File: src/hw/rtl/line_point_generator_unit_defines.svh
// Assertion helpers shared by the line point generator
`ifndef LINE_POINT_GENERATOR_UNIT_DEFINES_SVH
`define LINE_POINT_GENERATOR_UNIT_DEFINES_SVH

// Same-cycle implication, disabled while in reset
`define LPG_ASSERT_NOW(label, clk, rst, cond, expr) \
   label: assert property (@(posedge clk) disable iff (rst) (cond) |-> (expr)) \
      else $error("line point generator check failed");

// Next-cycle implication, disabled while in reset
`define LPG_ASSERT_NEXT(label, clk, rst, cond, expr) \
   label: assert property (@(posedge clk) disable iff (rst) (cond) |=> (expr)) \
      else $error("line point generator check failed");

`endif

File: src/hw/rtl/lpg_pkg.sv
`default_nettype none

package lpg_pkg;

   // default coordinate width and fixed color width
   localparam int COORD_BITS_DEF = 10;
   localparam int COLOR_BITS     = 16;

   // request operation codes
   localparam logic OP_START = 1'b0;
   localparam logic OP_STEP  = 1'b1;

   // two's complement axis direction codes
   localparam logic [1:0] STEP_ZERO  = 2'b00;
   localparam logic [1:0] STEP_PLUS  = 2'b01;
   localparam logic [1:0] STEP_MINUS = 2'b11;

   // control and status from the line core
   typedef struct packed {
      logic advance;  // request in the input register is consumed
      logic emit;     // a point is written to the result register
      logic last;     // the emitted point ends the line
      logic active;   // a line is being drawn
   } lpg_ctl_type;

endpackage

`default_nettype wire

File: src/hw/rtl/lpg_if.sv
`default_nettype none

// request channel: start or step
interface lpg_req_if #(parameter int COORD_BITS = lpg_pkg::COORD_BITS_DEF) ();
   logic                  valid;
   logic                  ready;
   logic                  operation;
   logic [COORD_BITS-1:0] x_start;
   logic [COORD_BITS-1:0] y_start;
   logic [COORD_BITS-1:0] x_end;
   logic [COORD_BITS-1:0] y_end;

   modport source (output valid, operation, x_start, y_start, x_end, y_end, input ready);
   modport sink   (input valid, operation, x_start, y_start, x_end, y_end, output ready);
endinterface

// result channel: one point
interface lpg_rsp_if #(parameter int COORD_BITS = lpg_pkg::COORD_BITS_DEF) ();
   logic                           valid;
   logic                           ready;
   logic [COORD_BITS-1:0]          point_x;
   logic [COORD_BITS-1:0]          point_y;
   logic [lpg_pkg::COLOR_BITS-1:0] pixel_color;
   logic                           last_point;

   modport source (output valid, point_x, point_y, pixel_color, last_point, input ready);
   modport sink   (input valid, point_x, point_y, pixel_color, last_point, output ready);
endinterface

// configuration write channel: draw color
interface lpg_csr_if ();
   logic                           valid;
   logic                           ready;
   logic [lpg_pkg::COLOR_BITS-1:0] draw_color;

   modport source (output valid, draw_color, input ready);
   modport sink   (input valid, draw_color, output ready);
endinterface

`default_nettype wire

File: src/hw/rtl/lpg_req_stage.sv
`default_nettype none

module lpg_req_stage #(
   parameter int COORD_BITS = lpg_pkg::COORD_BITS_DEF
) (
   input  wire logic                  clock,
   input  wire logic                  reset,
   lpg_req_if.sink                    req_chan,
   input  wire logic                  advance,
   output logic                       in_valid,
   output logic                       in_operation,
   output logic [COORD_BITS-1:0]      in_x_start,
   output logic [COORD_BITS-1:0]      in_y_start,
   output logic [COORD_BITS-1:0]      in_x_end,
   output logic [COORD_BITS-1:0]      in_y_end
);
   import lpg_pkg::*;

   logic                  valid_ff, valid_in;
   logic                  operation_ff;
   logic [COORD_BITS-1:0] x_start_ff, y_start_ff, x_end_ff, y_end_ff;
   logic                  take;

   // room whenever empty or the held request leaves this cycle
   assign req_chan.ready = !valid_ff || advance;
   assign take           = req_chan.valid && req_chan.ready;

   always_comb begin
      valid_in = valid_ff;
      if (take) begin
         valid_in = 1'b1;
      end else if (advance) begin
         valid_in = 1'b0;
      end
   end

   always_ff @(posedge clock) begin
      if (reset) begin
         valid_ff <= 1'b0;
      end else begin
         valid_ff <= valid_in;
      end
   end

   // request payload, no reset needed
   always_ff @(posedge clock) begin
      if (take) begin
         operation_ff <= req_chan.operation;
         x_start_ff   <= req_chan.x_start;
         y_start_ff   <= req_chan.y_start;
         x_end_ff     <= req_chan.x_end;
         y_end_ff     <= req_chan.y_end;
      end
   end

   assign in_valid     = valid_ff;
   assign in_operation = operation_ff;
   assign in_x_start   = x_start_ff;
   assign in_y_start   = y_start_ff;
   assign in_x_end     = x_end_ff;
   assign in_y_end     = y_end_ff;

endmodule

`default_nettype wire

File: src/hw/rtl/lpg_line_core.sv
`default_nettype none

module lpg_line_core #(
   parameter int COORD_BITS = lpg_pkg::COORD_BITS_DEF
) (
   input  wire logic                  clock,
   input  wire logic                  reset,
   input  wire logic                  in_valid,
   input  wire logic                  in_operation,
   input  wire logic [COORD_BITS-1:0] in_x_start,
   input  wire logic [COORD_BITS-1:0] in_y_start,
   input  wire logic [COORD_BITS-1:0] in_x_end,
   input  wire logic [COORD_BITS-1:0] in_y_end,
   input  wire logic                  out_free,
   output lpg_pkg::lpg_ctl_type       ctl,
   output logic [COORD_BITS-1:0]      point_x,
   output logic [COORD_BITS-1:0]      point_y
);
   import lpg_pkg::*;

   localparam int ERR_BITS = COORD_BITS + 1;

   logic                  line_active_ff, line_active_in;
   logic [COORD_BITS-1:0] cur_col_ff, cur_col_in;
   logic [COORD_BITS-1:0] cur_row_ff, cur_row_in;
   logic [ERR_BITS-1:0]   col_error_ff, col_error_in;
   logic [ERR_BITS-1:0]   row_error_ff, row_error_in;
   logic [COORD_BITS-1:0] col_delta_ff, col_delta_in;
   logic [COORD_BITS-1:0] row_delta_ff, row_delta_in;
   logic [1:0]            col_step_ff, col_step_in;
   logic [1:0]            row_step_ff, row_step_in;
   logic [COORD_BITS-1:0] major_length_ff, major_length_in;
   logic [ERR_BITS-1:0]   points_left_ff, points_left_in;

   logic [COORD_BITS-1:0] set_col_delta, set_row_delta, set_major;
   logic [1:0]            set_col_step, set_row_step;
   logic [ERR_BITS-1:0]   col_sum, row_sum, major_ext, points_dec;
   logic                  col_hit, row_hit;
   logic [COORD_BITS-1:0] col_moved, row_moved, col_next, row_next;
   logic                  emits, advance, step_last;

   // line setup: absolute deltas, directions, major length
   always_comb begin
      if (in_x_end > in_x_start) begin
         set_col_delta = in_x_end - in_x_start;
         set_col_step  = STEP_PLUS;
      end else if (in_x_end < in_x_start) begin
         set_col_delta = in_x_start - in_x_end;
         set_col_step  = STEP_MINUS;
      end else begin
         set_col_delta = '0;
         set_col_step  = STEP_ZERO;
      end
      if (in_y_end > in_y_start) begin
         set_row_delta = in_y_end - in_y_start;
         set_row_step  = STEP_PLUS;
      end else if (in_y_end < in_y_start) begin
         set_row_delta = in_y_start - in_y_end;
         set_row_step  = STEP_MINUS;
      end else begin
         set_row_delta = '0;
         set_row_step  = STEP_ZERO;
      end
      set_major = (set_col_delta > set_row_delta) ? set_col_delta : set_row_delta;
   end

   // one point: grow errors, step an axis when its error passes the major length
   always_comb begin
      major_ext  = {1'b0, major_length_ff};
      col_sum    = col_error_ff + {1'b0, col_delta_ff};
      row_sum    = row_error_ff + {1'b0, row_delta_ff};
      col_hit    = col_sum > major_ext;
      row_hit    = row_sum > major_ext;
      points_dec = points_left_ff - ERR_BITS'(1);
      step_last  = (points_dec == '0);

      unique case (col_step_ff)
         STEP_PLUS:  col_moved = cur_col_ff + COORD_BITS'(1);
         STEP_MINUS: col_moved = cur_col_ff - COORD_BITS'(1);
         default:    col_moved = cur_col_ff;
      endcase
      unique case (row_step_ff)
         STEP_PLUS:  row_moved = cur_row_ff + COORD_BITS'(1);
         STEP_MINUS: row_moved = cur_row_ff - COORD_BITS'(1);
         default:    row_moved = cur_row_ff;
      endcase

      col_next = col_hit ? col_moved : cur_col_ff;
      row_next = row_hit ? row_moved : cur_row_ff;
   end

   // a step on an active line needs the result register; anything else advances without it
   assign emits   = (in_operation == OP_STEP) && line_active_ff;
   assign advance = in_valid && (!emits || out_free);

   always_comb begin
      line_active_in  = line_active_ff;
      cur_col_in      = cur_col_ff;
      cur_row_in      = cur_row_ff;
      col_error_in    = col_error_ff;
      row_error_in    = row_error_ff;
      col_delta_in    = col_delta_ff;
      row_delta_in    = row_delta_ff;
      col_step_in     = col_step_ff;
      row_step_in     = row_step_ff;
      major_length_in = major_length_ff;
      points_left_in  = points_left_ff;
      if (advance) begin
         if (in_operation == OP_START) begin
            line_active_in  = 1'b1;
            cur_col_in      = in_x_start;
            cur_row_in      = in_y_start;
            col_error_in    = '0;
            row_error_in    = '0;
            col_delta_in    = set_col_delta;
            row_delta_in    = set_row_delta;
            col_step_in     = set_col_step;
            row_step_in     = set_row_step;
            major_length_in = set_major;
            points_left_in  = {1'b0, set_major} + ERR_BITS'(1);
         end else if (line_active_ff) begin
            cur_col_in     = col_next;
            cur_row_in     = row_next;
            col_error_in   = col_hit ? (col_sum - major_ext) : col_sum;
            row_error_in   = row_hit ? (row_sum - major_ext) : row_sum;
            points_left_in = points_dec;
            line_active_in = !step_last;
         end
      end
   end

   always_ff @(posedge clock) begin
      if (reset) begin
         line_active_ff  <= 1'b0;
         cur_col_ff      <= '0;
         cur_row_ff      <= '0;
         col_error_ff    <= '0;
         row_error_ff    <= '0;
         col_delta_ff    <= '0;
         row_delta_ff    <= '0;
         col_step_ff     <= STEP_ZERO;
         row_step_ff     <= STEP_ZERO;
         major_length_ff <= '0;
         points_left_ff  <= '0;
      end else begin
         line_active_ff  <= line_active_in;
         cur_col_ff      <= cur_col_in;
         cur_row_ff      <= cur_row_in;
         col_error_ff    <= col_error_in;
         row_error_ff    <= row_error_in;
         col_delta_ff    <= col_delta_in;
         row_delta_ff    <= row_delta_in;
         col_step_ff     <= col_step_in;
         row_step_ff     <= row_step_in;
         major_length_ff <= major_length_in;
         points_left_ff  <= points_left_in;
      end
   end

   assign ctl.advance = advance;
   assign ctl.emit    = advance && emits;
   assign ctl.last    = step_last;
   assign ctl.active  = line_active_ff;
   assign point_x     = col_next;
   assign point_y     = row_next;

endmodule

`default_nettype wire

File: src/hw/rtl/lpg_rsp_stage.sv
`default_nettype none

module lpg_rsp_stage #(
   parameter int COORD_BITS = lpg_pkg::COORD_BITS_DEF
) (
   input  wire logic                           clock,
   input  wire logic                           reset,
   lpg_rsp_if.source                           rsp_chan,
   input  wire logic                           load,
   input  wire logic [COORD_BITS-1:0]          point_x,
   input  wire logic [COORD_BITS-1:0]          point_y,
   input  wire logic [lpg_pkg::COLOR_BITS-1:0] pixel_color,
   input  wire logic                           last_point,
   output logic                                out_free
);
   import lpg_pkg::*;

   logic                  valid_ff, valid_in;
   logic [COORD_BITS-1:0] point_x_ff, point_y_ff;
   logic [COLOR_BITS-1:0] pixel_color_ff;
   logic                  last_point_ff;

   // free when empty or the held point is taken this cycle
   assign out_free = !valid_ff || rsp_chan.ready;

   always_comb begin
      valid_in = valid_ff;
      if (load) begin
         valid_in = 1'b1;
      end else if (rsp_chan.ready) begin
         valid_in = 1'b0;
      end
   end

   always_ff @(posedge clock) begin
      if (reset) begin
         valid_ff <= 1'b0;
      end else begin
         valid_ff <= valid_in;
      end
   end

   always_ff @(posedge clock) begin
      if (load) begin
         point_x_ff     <= point_x;
         point_y_ff     <= point_y;
         pixel_color_ff <= pixel_color;
         last_point_ff  <= last_point;
      end
   end

   assign rsp_chan.valid       = valid_ff;
   assign rsp_chan.point_x     = point_x_ff;
   assign rsp_chan.point_y     = point_y_ff;
   assign rsp_chan.pixel_color = pixel_color_ff;
   assign rsp_chan.last_point  = last_point_ff;

endmodule

`default_nettype wire

File: src/hw/rtl/line_point_generator_unit.sv
// Line point generator: start requests load endpoints, step requests emit points.
// A step request is captured in the input register; its point is computed
// combinationally and written to the result register once that has room.
// Throughput: one request per cycle, set by the combinational error/coordinate update;
// a step request waits in the input register while a held point is not taken.
// Reset: synchronous, active high; clears valids, line state and draw color.
`default_nettype none

`include "line_point_generator_unit_defines.svh"

module line_point_generator_unit #(
   parameter int COORD_BITS = lpg_pkg::COORD_BITS_DEF
) (
   input  wire logic clock,
   input  wire logic reset,
   lpg_req_if.sink   req_chan,
   lpg_rsp_if.source rsp_chan,
   lpg_csr_if.sink   csr_chan
);
   import lpg_pkg::*;

   logic [COLOR_BITS-1:0] draw_color_ff, draw_color_in;
   lpg_ctl_type           ctl;
   logic                  in_valid, in_operation, out_free;
   logic [COORD_BITS-1:0] in_x_start, in_y_start, in_x_end, in_y_end;
   logic [COORD_BITS-1:0] point_x, point_y;

   // color register, always writable
   assign csr_chan.ready = 1'b1;
   assign draw_color_in  = csr_chan.valid ? csr_chan.draw_color : draw_color_ff;

   always_ff @(posedge clock) begin
      if (reset) begin
         draw_color_ff <= '0;
      end else begin
         draw_color_ff <= draw_color_in;
      end
   end

   lpg_req_stage #(.COORD_BITS(COORD_BITS)) u_req_stage (
      .clock        (clock),
      .reset        (reset),
      .req_chan     (req_chan),
      .advance      (ctl.advance),
      .in_valid     (in_valid),
      .in_operation (in_operation),
      .in_x_start   (in_x_start),
      .in_y_start   (in_y_start),
      .in_x_end     (in_x_end),
      .in_y_end     (in_y_end)
   );

   lpg_line_core #(.COORD_BITS(COORD_BITS)) u_line_core (
      .clock        (clock),
      .reset        (reset),
      .in_valid     (in_valid),
      .in_operation (in_operation),
      .in_x_start   (in_x_start),
      .in_y_start   (in_y_start),
      .in_x_end     (in_x_end),
      .in_y_end     (in_y_end),
      .out_free     (out_free),
      .ctl          (ctl),
      .point_x      (point_x),
      .point_y      (point_y)
   );

   lpg_rsp_stage #(.COORD_BITS(COORD_BITS)) u_rsp_stage (
      .clock       (clock),
      .reset       (reset),
      .rsp_chan    (rsp_chan),
      .load        (ctl.emit),
      .point_x     (point_x),
      .point_y     (point_y),
      .pixel_color (draw_color_ff),
      .last_point  (ctl.last),
      .out_free    (out_free)
   );

   // a point is only written when the result register has room
   `LPG_ASSERT_NOW(a_emit_needs_room, clock, reset, ctl.emit, out_free)
   // points come only from an active line
   `LPG_ASSERT_NOW(a_emit_needs_line, clock, reset, ctl.emit, ctl.active)
   // the last point closes the line
   `LPG_ASSERT_NEXT(a_last_ends_line, clock, reset, ctl.emit && ctl.last, !ctl.active)
   // a stalled input means a request is held
   `LPG_ASSERT_NOW(a_stall_has_request, clock, reset, !req_chan.ready, in_valid)

endmodule

`default_nettype wire
File: src/flat_wrapper.sv
// flat-port wrapper written by rule: the top's interface ports become plain ports
module line_point_generator_unit_flat import lpg_pkg::*;
#(
   parameter int COORD_BITS = lpg_pkg::COORD_BITS_DEF
)
  (clock, reset, req_chan_valid, req_chan_operation, req_chan_x_start, req_chan_y_start, req_chan_x_end, req_chan_y_end, req_chan_ready, rsp_chan_valid, rsp_chan_point_x, rsp_chan_point_y, rsp_chan_pixel_color, rsp_chan_last_point, rsp_chan_ready, csr_chan_valid, csr_chan_draw_color, csr_chan_ready);
  lpg_req_if #(.COORD_BITS(COORD_BITS)) req_chan_i ();
  lpg_rsp_if #(.COORD_BITS(COORD_BITS)) rsp_chan_i ();
  lpg_csr_if csr_chan_i ();
  input  wire logic clock;
  input  wire logic reset;
  input wire logic [$bits(req_chan_i.valid)-1:0] req_chan_valid;
  input wire logic [$bits(req_chan_i.operation)-1:0] req_chan_operation;
  input wire logic [$bits(req_chan_i.x_start)-1:0] req_chan_x_start;
  input wire logic [$bits(req_chan_i.y_start)-1:0] req_chan_y_start;
  input wire logic [$bits(req_chan_i.x_end)-1:0] req_chan_x_end;
  input wire logic [$bits(req_chan_i.y_end)-1:0] req_chan_y_end;
  output wire logic [$bits(req_chan_i.ready)-1:0] req_chan_ready;
  output wire logic [$bits(rsp_chan_i.valid)-1:0] rsp_chan_valid;
  output wire logic [$bits(rsp_chan_i.point_x)-1:0] rsp_chan_point_x;
  output wire logic [$bits(rsp_chan_i.point_y)-1:0] rsp_chan_point_y;
  output wire logic [$bits(rsp_chan_i.pixel_color)-1:0] rsp_chan_pixel_color;
  output wire logic [$bits(rsp_chan_i.last_point)-1:0] rsp_chan_last_point;
  input wire logic [$bits(rsp_chan_i.ready)-1:0] rsp_chan_ready;
  input wire logic [$bits(csr_chan_i.valid)-1:0] csr_chan_valid;
  input wire logic [$bits(csr_chan_i.draw_color)-1:0] csr_chan_draw_color;
  output wire logic [$bits(csr_chan_i.ready)-1:0] csr_chan_ready;
  assign req_chan_i.valid = req_chan_valid;
  assign req_chan_i.operation = req_chan_operation;
  assign req_chan_i.x_start = req_chan_x_start;
  assign req_chan_i.y_start = req_chan_y_start;
  assign req_chan_i.x_end = req_chan_x_end;
  assign req_chan_i.y_end = req_chan_y_end;
  assign req_chan_ready = req_chan_i.ready;
  assign rsp_chan_valid = rsp_chan_i.valid;
  assign rsp_chan_point_x = rsp_chan_i.point_x;
  assign rsp_chan_point_y = rsp_chan_i.point_y;
  assign rsp_chan_pixel_color = rsp_chan_i.pixel_color;
  assign rsp_chan_last_point = rsp_chan_i.last_point;
  assign rsp_chan_i.ready = rsp_chan_ready;
  assign csr_chan_i.valid = csr_chan_valid;
  assign csr_chan_i.draw_color = csr_chan_draw_color;
  assign csr_chan_ready = csr_chan_i.ready;
  line_point_generator_unit #(.COORD_BITS(COORD_BITS)) u_core (.clock(clock), .reset(reset), .req_chan(req_chan_i), .rsp_chan(rsp_chan_i), .csr_chan(csr_chan_i));
endmodule
File: config.mk
export PLATFORM = sky130hd
export DESIGN_NAME = line_point_generator_unit_flat
export DESIGN_NICKNAME = d
export VERILOG_FILES = /design/src/hw/rtl/lpg_pkg.sv /design/src/hw/rtl/lpg_if.sv /design/src/hw/rtl/lpg_req_stage.sv /design/src/hw/rtl/lpg_line_core.sv /design/src/hw/rtl/lpg_rsp_stage.sv /design/src/hw/rtl/line_point_generator_unit.sv /design/src/flat_wrapper.sv
export VERILOG_INCLUDE_DIRS = /design/src /design/src/hw/rtl
export SDC_FILE = /design/constraint.sdc
export NUM_CORES = 1
export LEC_CHECK = 0
export ABC_AREA = 0
export BUFFER_PORTS_ARGS = -buffer_cell sky130_fd_sc_hd__buf_2
export CAP_MARGIN = 20
export CORE_UTILIZATION = 50
export DETAILED_ROUTE_END_ITERATION = 10
export GPL_TIMING_DRIVEN = 0
export PLACE_DENSITY = 0.69
export SLEW_MARGIN = 5
export SYNTH_ARGS = -nofsm -noshare
export SYNTH_HDL_FRONTEND = slang
export SYNTH_SLANG_ARGS = --single-unit
export TNS_END_PERCENT = 5
File: constraint.sdc
create_clock -name clock -period 6.6 [get_ports clock]
set_input_delay 1.32 -clock clock [delete_from_list [all_inputs] [get_ports clock]]
set_output_delay 1.32 -clock clock [all_outputs]
set_load 0.1 [all_outputs]
==> metrics.md, run 1 <==
| Metric | Value |
|---|---|
| Status | `complete, no violations` |
| Top FF cell, synth | `dfxtp_1` |
| GR Layer Usage met2 | `41.48%` |
| Nets | `1,649` |
| Crit path buffers/inverters | `3` |
| Comb pwr share | `38.2%` |
| Detailed Routing Iterations Pass 1 | `5` |
| Crit-path cells | `inv_1, ha_1, inv_1, fa_1, nand3_1, a211oi_1, nor3_1, nor2_1, nand2_1, o21ai_0, o21ai_0, ha_1, a21o_1, a21o_1, a21oi_1, nand2_1, a31oi_1, o311ai_0, o211ai_2, buf_4, mux2i_1, o22ai_1, a22oi_1, nor2_1` |
| Fillers | `2,026` |
| Setup crit end kind | `flop` |
| Yosys reg bits | `184` |
| Beginning of the worst hold path | `u_core.draw_color_ff[3]` |
| Vias per inst | `5.725` |
| Yosys cell types | `76` |
| Post-synth EDFFs | `78` |
| CTS tree | `built` |
| Main combinational cell family by area after synthesis | `compound AO/OA/AOI/OAI gates` |
| Clock skew | `0.01177 ns` |
| Commonest non-fill, non-tap cell in the layout | `nand2_1` |
| R2r startpoint | `u_core.u_req_stage.in_y_end[0]` |
| I/O Pins | `102` |
| Largest net degree at the start of global routing | `41` |
| Hold_buf cts | `0` |
| GR Util met1 | `34.61%` |
| GPL Wtd Cong | `0.9348` |
| Grt ovf | `0` |
| Critical Path End | `u_core.u_line_core.points_left_ff[0]` |
| Critical Path RT | `6.90 ns` |
| Reg2reg end | `u_core.u_line_core.points_left_ff[0]` |
| Routed via count | `10,293` |
| Clock transition at path regs | `0.08 ns` |
| Internal | `2.349 mW` |
| CTS sink count | `184` |
| CTS root buffer | `clkbuf_16` |
| Fmax | `167.9 MHz` |
| Mean Syn Cell Area | `8.749 um^2` |
| Worst setup margin | `0.6442 ns` |
| First-pass GRT wire length | `49,250 um` |
| RSZ-0062 raised after global routing | `no` |
| Net Sw Frac | `38.78%` |
| Total die area | `0.02429 mm^2` |
| Crit path largest cell delay | `0.70 ns` |
| Post-cts resize count | `0` |
| Asr flop ratio synth | `0%` |
| Post-synthesis mux area share | `3.710%` |
| Setup CP Type | `flop to flop` |
| Post-Synth Adder-Cell Area | `12.79%` |
| GR Util met3 | `3.778%` |
| Port buffer count | `99` |
| Die height | `155.9 um` |
| GRT Total Usage | `25.78%` |
| Critical Path Stages | `24` |
| Synth Area in Compound Gates | `21.09%` |
| Ant diodes | `0` |
| Slowest-stage cell, CP | `nor3_1` |
| Worst-Skew Late Latency | `0.45 ns` |
| R2R cell count | `24` |
| Initial DRC count | `800` |
| Max-Slew Margin vs Limit | `39.73%` |
| Clk buf depth | `2` |
| DR WL/cell | `17.12 um` |
| Endpoints failing setup | `0` |
| Vias in the first global route | `9,772` |
| Worst Path Arrival | `6.26 ns` |
| Seq. cell area | `0.004464 mm^2` |
| Simple logic cell fraction of the synthesized area | `15.72%` |
| Maxcap violations | `0` |
| Cell Pwr Density | `287.1 mW/mm^2` |
| Final hold viol count | `0` |
| CTS buffer count | `17` |
| Fraction of layout cells with a size suffix above 1 | `11.85%` |
| Family with the most delay on the worst path | `compound AO/OA/AOI/OAI gates` |
| Setup crit start | `u_core.u_req_stage.in_y_end[0]` |
| Final period util | `90.24%` |
| Sw Pwr | `1.488 mW` |
| Mapped Area | `0.01184 mm^2` |
| CP startpoint kind | `flop` |
| Final wirelength | `30,790 um` |
| Sequential share of power | `34.3%` |
| Pre-CTS setup slack | `0.8701 ns` |
| Most frequent cells in the layout | `nand2_1 (129), nor2_1 (122), inv_1 (111), a21oi_1 (108), dfxtp_1 (106)` |
| Slew Limit Fails | `0` |
| GRT busiest layer | `met2` |
| Number of cell rows | `55` |
| Yosys warning total | `0` |
| Post-Synthesis Cells | `1,353` |
| Post-CTS setup buffer count | `0` |
| Detailed placer's ending HPWL | `23,420 um` |
| H-tree levels | `4` |
| Worst slew pin tran | `0.9028 ns` |
| Hold WC Path Type | `flop to flop` |
| Clock Power Share | `27.4%` |
| Worst R2R Setup Slack | `0.64 ns` |
| Die X-Extent | `155.9 um` |
| Peak supply drop | `174.5 uV` |
| Area Growth Syn to Fin | `12.91%` |
| Clock period minus worst slack | `5.956 ns` |
| Synthesized Nets | `1,530` |
| Initial core utilization | `51.66%` |
| Core ar. | `0.02292 mm^2` |
| Initial antenna violation count | `0` |
| Drt drc | `0` |
| Xor/xnor share of the synthesized area | `3.181%` |
| ANT nets after route | `0` |
| Setup TNS | `0 ns` |
| CP Max Fanout | `10` |
| P_leak | `5.659 nW` |
| Sequential fraction of the synthesis area | `37.71%` |
| Multi-input gate area | `0.006701 mm^2` |
==> synthesized netlist by cell type (4+ instances only) <==
cell type / count / area, um^2
mux2_2: 6 / 67.56
a31o_2: 4 / 35.03
nor4_1: 4 / 25.02
o31ai_1: 4 / 30.03
buf_2: 4 / 20.02
xnor2_1: 29 / 254.0
nand2_1: 129 / 484.2
fa_1: 10 / 200.2
clkbuf_1: 46 / 172.7
edfxtp_1: 78 / 2342
inv_1: 112 / 420.4
a21oi_1: 109 / 545.5
a211oi_1: 25 / 187.7
buf_4: 4 / 30.03
nand4_1: 11 / 68.82
ha_1: 105 / 1314
o21bai_1: 15 / 112.6
and3_1: 8 / 50.05
or2_2: 11 / 68.82
o31a_1: 12 / 105.1
nor3_1: 27 / 135.1
nand2b_1: 12 / 75.07
nor2b_1: 24 / 150.1
mux2i_1: 36 / 360.4
dfxtp_1: 106 / 2122
a221oi_1: 6 / 52.55
a21o_1: 30 / 225.2
o21ai_1: 5 / 25.02
a2111oi_0: 6 / 52.55
nor2_1: 122 / 457.9
nand3_1: 24 / 120.1
a31oi_1: 24 / 150.1
xor2_1: 14 / 122.6
o21ai_0: 80 / 400.4
o21a_1: 15 / 112.6
or3_1: 13 / 81.33
o211ai_1: 5 / 37.54
a21boi_0: 8 / 60.06
o22ai_1: 15 / 93.84
==> sequential cells by signal (all words and copies together) (netlist names), 11 cells and up <==
signal	flops
u_core.draw_color_ff	16
u_core.u_rsp_stage.rsp_chan.pixel_color	16
u_core.u_line_core.col_error_ff	11
u_core.u_line_core.points_left_ff	11
u_core.u_line_core.row_error_ff	11
==> final cells by class <==
type	instances	area share (%)
flip-flops and latches	184	33.40
well taps	313	2.930
plain buffers	59	1.938
clock buffers	18	3.286
multi-input cells	997	50.14
inverters	113	3.174
clock inverters	14	1.273
repair buffers	100	3.857
==> cell families after synthesis <==
group                    count (synthesis)
AO/OA/AOI/OAI                          392
AND/OR/NAND/NOR                        403
multiplexers                            43
adder cells (fa/ha/maj)                115
buffers and inverters                  172
flip-flops                             184
XOR/XNOR                                43
other                                    1
==> layer usage <==
| layer | wire length, um | vias to the layer above |
|---|---|---|
| met5 | 0 | - |
| met4 | 1150 | 0 |
| met3 | 1541 | 63 |
| met2 | 13960 | 309 |
| met1 | 14130 | 4837 |
| li1 | - | 5084 |
==> per-stage QoR <==
stage	hold slack [ns]	std cells	utilization (%)	cell area, um^2	power (mW)
final	0.4335	1798	58.32	13370	3.838
after detailed placement	0.4155	1766	55.66	12760	2.778
after global placement	0.4117	1765	55.53	12720	2.751
after floorplan	0.4076	1353	-	11840	2.418
after global routing	0.4525	1798	58.32	13370	4.056
after CTS	0.4345	1798	58.32	13370	3.823
==> worst min-delay path by stage <==
stage                                                       end  slack (ns)  cells past startpoint
CTS                  u_core.u_rsp_stage.rsp_chan.pixel_color[3]        0.43                      0
global placement    u_core.u_rsp_stage.rsp_chan.pixel_color[12]        0.41                      0
detailed placement   u_core.u_rsp_stage.rsp_chan.pixel_color[3]        0.42                      0
global route         u_core.u_rsp_stage.rsp_chan.pixel_color[3]        0.45                      0
floorplan            u_core.u_rsp_stage.rsp_chan.pixel_color[0]        0.41                      0
finish               u_core.u_rsp_stage.rsp_chan.pixel_color[3]        0.43                      0
==> power by group through the flow <==
stage                     registers (mW)  logic [mW]  clock network [mW]
after floorplan                     1.33        1.09                   0
after global routing                1.33        1.62                1.11
after detailed placement            1.34        1.44                   0
after CTS                           1.32        1.45                1.06
after global placement              1.34        1.41                   0
final                               1.32        1.47                1.05
==> worst reg2reg max path, stage by stage (launching register included) <==
cell	delay, ns
edfxtp_1	0.42
inv_1	0.08
ha_1	0.19
inv_1	0.07
fa_1	0.41
nand3_1	0.11
a211oi_1	0.11
nor3_1	0.70
nor2_1	0.15
nand2_1	0.11
o21ai_0	0.08
o21ai_0	0.54
ha_1	0.38
a21o_1	0.16
a21o_1	0.16
a21oi_1	0.23
nand2_1	0.09
a31oi_1	0.20
o311ai_0	0.20
o211ai_2	0.18
buf_4	0.25
mux2i_1	0.58
o22ai_1	0.17
a22oi_1	0.17
nor2_1	0.06
No activity file was read; power rests on OpenSTA's default activity.
==> run 2, diff against run 1 <==
Settings changed: SYNTH_HIERARCHICAL set to 1.
==> run 2 against run 1 <==
Compared with the run above: global-route usage down 0.31 points; clock skew up 0.0016 ns; first-iteration DRC count down 16%; sequential share of layout area down 0.24 points; critical path depth down 2; register-to-register slack worse by 0.16 ns; power down 7.8%; combinational power down 20%; sequential power about the same; die area up 0.53%; hold slack about the same; critical endpoint is now u_core/u_line_core/points_left_ff[6]; largest cell class unchanged.
==> metrics.md, run 2 <==
| Metric | Value |
|---|---|
| Port buffer count | `99 (unchanged)` |
| Initial core utilization | `50.85% (was 51.66%)` |
| I/O Pins | `102 (unchanged)` |
| Mapped Area | `0.01190 mm^2 (was 0.01184 mm^2)` |
| Most frequent cells in the layout | `nor2_1 (129), nand2_1 (125), dfxtp_1 (106), inv_1 (106), ha_1 (106) (was nand2_1 (129), nor2_1 (122), inv_1 (111), a21oi_1 (108), dfxtp_1 (106))` |
| Status | `complete, no violations (unchanged)` |
| CTS tree | `built (unchanged)` |
| Setup CP Type | `flop to flop (unchanged)` |
| Initial antenna violation count | `0 (unchanged)` |
| Total die area | `0.02442 mm^2 (was 0.02429 mm^2)` |
| Cell Pwr Density | `262.8 mW/mm^2 (was 287.1 mW/mm^2)` |
| Family with the most delay on the worst path | `compound AO/OA/AOI/OAI gates (unchanged)` |
| Peak supply drop | `168.6 uV (was 174.5 uV)` |
| Worst slew pin tran | `1.065 ns (was 0.9028 ns)` |
| CP startpoint kind | `flop (unchanged)` |
| Yosys warning total | `6 (was 0)` |
| Vias per inst | `5.680 (was 5.725)` |
| Worst Path Arrival | `6.41 ns (was 6.26 ns)` |
| Post-Synthesis Cells | `1,329 (was 1,353)` |
| Maxcap violations | `0 (unchanged)` |
| DR WL/cell | `17.00 um (was 17.12 um)` |
| RSZ-0062 raised after global routing | `no (unchanged)` |
| Pre-CTS setup slack | `0.2728 ns (was 0.8701 ns)` |
| Synthesized Nets | `1,507 (was 1,530)` |
| Detailed placer's ending HPWL | `23,000 um (was 23,420 um)` |
| Mean Syn Cell Area | `8.954 um^2 (was 8.749 um^2)` |
| CTS buffer count | `17 (unchanged)` |
| Critical Path Stages | `22 (was 24)` |
| Die height | `156.3 um (was 155.9 um)` |
| H-tree levels | `4 (unchanged)` |
| Detailed Routing Iterations Pass 1 | `7 (was 5)` |
| Slowest-stage cell, CP | `a2111oi_1 (was nor3_1)` |
| Routed via count | `10,105 (was 10,293)` |
| GPL Wtd Cong | `0.9230 (was 0.9348)` |
| Die X-Extent | `156.3 um (was 155.9 um)` |
| Initial DRC count | `673 (was 800)` |
| Hold WC Path Type | `flop to flop (unchanged)` |
| Area Growth Syn to Fin | `13.13% (was 12.91%)` |
| Final wirelength | `30,250 um (was 30,790 um)` |
| Critical Path RT | `6.89 ns (was 6.90 ns)` |
| Final period util | `92.71% (was 90.24%)` |
| Final hold viol count | `0 (unchanged)` |
| Clk buf depth | `2 (unchanged)` |
| GRT Total Usage | `25.47% (was 25.78%)` |
| Ant diodes | `0 (unchanged)` |
| CTS root buffer | `clkbuf_16 (unchanged)` |
| Endpoints failing setup | `0 (unchanged)` |
| Pwr Total | `3.539 mW (was 3.838 mW)` |
| Setup crit end kind | `flop (unchanged)` |
| Grt ovf | `0 (unchanged)` |
| Largest net degree at the start of global routing | `42 (was 41)` |
| Crit path buffers/inverters | `4 (was 3)` |
| Clock transition at path regs | `0.08 ns (about the same)` |
| Number of cell rows | `56 (was 55)` |
| Fmax | `163.4 MHz (was 167.9 MHz)` |
| Worst-Skew Late Latency | `0.44 ns (was 0.45 ns)` |
| Fraction of layout cells with a size suffix above 1 | `12.53% (was 11.85%)` |
| Crit-path cells | `inv_1, ha_1, inv_1, fa_1, a21o_1, a2111oi_1, o21bai_1, a21oi_1, nand2_1, a31oi_1, inv_1, ha_1, nand4_1, or4_1, nand3_2, buf_6, mux2i_1, ha_1, nand4_1, xnor2_1, o21ai_0, o22ai_1 (was inv_1, ha_1, inv_1, fa_1, nand3_1, a211oi_1, nor3_1, nor2_1, nand2_1, o21ai_0, o21ai_0, ha_1, a21o_1, a21o_1, a21oi_1, nand2_1, a31oi_1, o311ai_0, o211ai_2, buf_4, mux2i_1, o22ai_1, a22oi_1, nor2_1)` |
| Clock period minus worst slack | `6.119 ns (was 5.956 ns)` |
| R2R cell count | `22 (was 24)` |
| Drt drc | `0 (unchanged)` |
| Nets | `1,625 (was 1,649)` |
| Core ar. | `0.02340 mm^2 (was 0.02292 mm^2)` |
| ANT nets after route | `0 (unchanged)` |
| P_leak | `5.896 nW (was 5.659 nW)` |
| Commonest non-fill, non-tap cell in the layout | `nor2_1 (was nand2_1)` |
| Setup TNS | `0 ns (unchanged)` |
| Hold_buf cts | `0 (unchanged)` |
| Worst setup margin | `0.4814 ns (was 0.6442 ns)` |
| CTS sink count | `184 (unchanged)` |
| Fillers | `2,143 (was 2,026)` |
| CP Max Fanout | `10 (unchanged)` |
| Clock skew | `0.01338 ns (was 0.01177 ns)` |
| Slew Limit Fails | `0 (unchanged)` |
| Hold Crit Depth | `0 (unchanged)` |
| Max-Slew Margin vs Limit | `28.34% (was 39.73%)` |
| Vias in the first global route | `9,486 (was 9,772)` |
| Crit path largest cell delay | `0.70 ns (about the same)` |
| First-pass GRT wire length | `48,490 um (was 49,250 um)` |
==> run 2: cell types whose count changed in the layout (fill, tap and decap cells not counted), sizes merged, moves of 7 or more <==
cell	change
buf	+9
inv	-8
nor2b	-8
a22oi	+12
o31a	-9
nor2	+7
clkbuf	-13
o21ai	-27
xnor2	+11
a31oi	-10
or2	-9
==> run 2: layout make-up <==
cell class / count / area, um^2 / area share [%]
timing repair buffer: 100 / 515.5 / 3.829
multi-input combinational: 980 / 6761 / 50.22
inverter: 108 / 405.4 / 3.011
tap: 319 / 399.1 / 2.965
buffer: 56 / 294.0 / 2.184
sequential: 184 / 4464 / 33.16
clock buffer: 17 / 425.4 / 3.160
clock inverter: 15 / 197.7 / 1.468
==> run 2: worst paths after layout <==
kind,from,end,slack (ns)
max,u_core/u_req_stage/in_y_start[0],u_core/u_line_core/points_left_ff[6],0.48
min,u_core/draw_color_ff[2],u_core/u_rsp_stage/rsp_chan.pixel_color[2],0.43
max reg2reg,u_core/u_req_stage/in_y_start[0],u_core/u_line_core/points_left_ff[6],0.48
min reg2reg,u_core/draw_color_ff[2],u_core/u_rsp_stage/rsp_chan.pixel_color[2],0.43
==> run 2: metrics by stage <==
step	hold WS, ns	instance area [um^2]	std cells	util, %
2_1_floorplan	0.4076	11900	1329	-
3_3_place_gp	0.4094	12790	1747	54.67
3_5_place_dp	0.4144	12810	1748	54.76
4_1_cts	0.4343	13440	1780	57.42
5_1_grt	0.4405	13460	1779	57.53
6_report	0.4338	13460	1779	57.53
==> run 2: report_power, final <==
| group | switching, mW | leakage (nW) | internal, mW |
|---|---|---|---|
| clock network | 0.537 | 0.296 | 0.520 |
| registers | 0.0472 | 1.61 | 1.25 |
| logic | 0.719 | 3.99 | 0.466 |
| total | 1.30 | 5.90 | 2.24 |
==> run 2: metal layers <==
layer	GRT usage (%)	up-vias	part of all wire, %
li1	-	5001	-
met1	33.52	4789	45
met2	41.26	271	46
met3	3.849	44	4.6
met4	11.67	0	3.4
met5	0	-	0
==> run 2: timing repair <==
action	in CTS	in global routing
endpoints found under the setup margin	0	4
buffers inserted	0	0
gates resized for setup	0	9
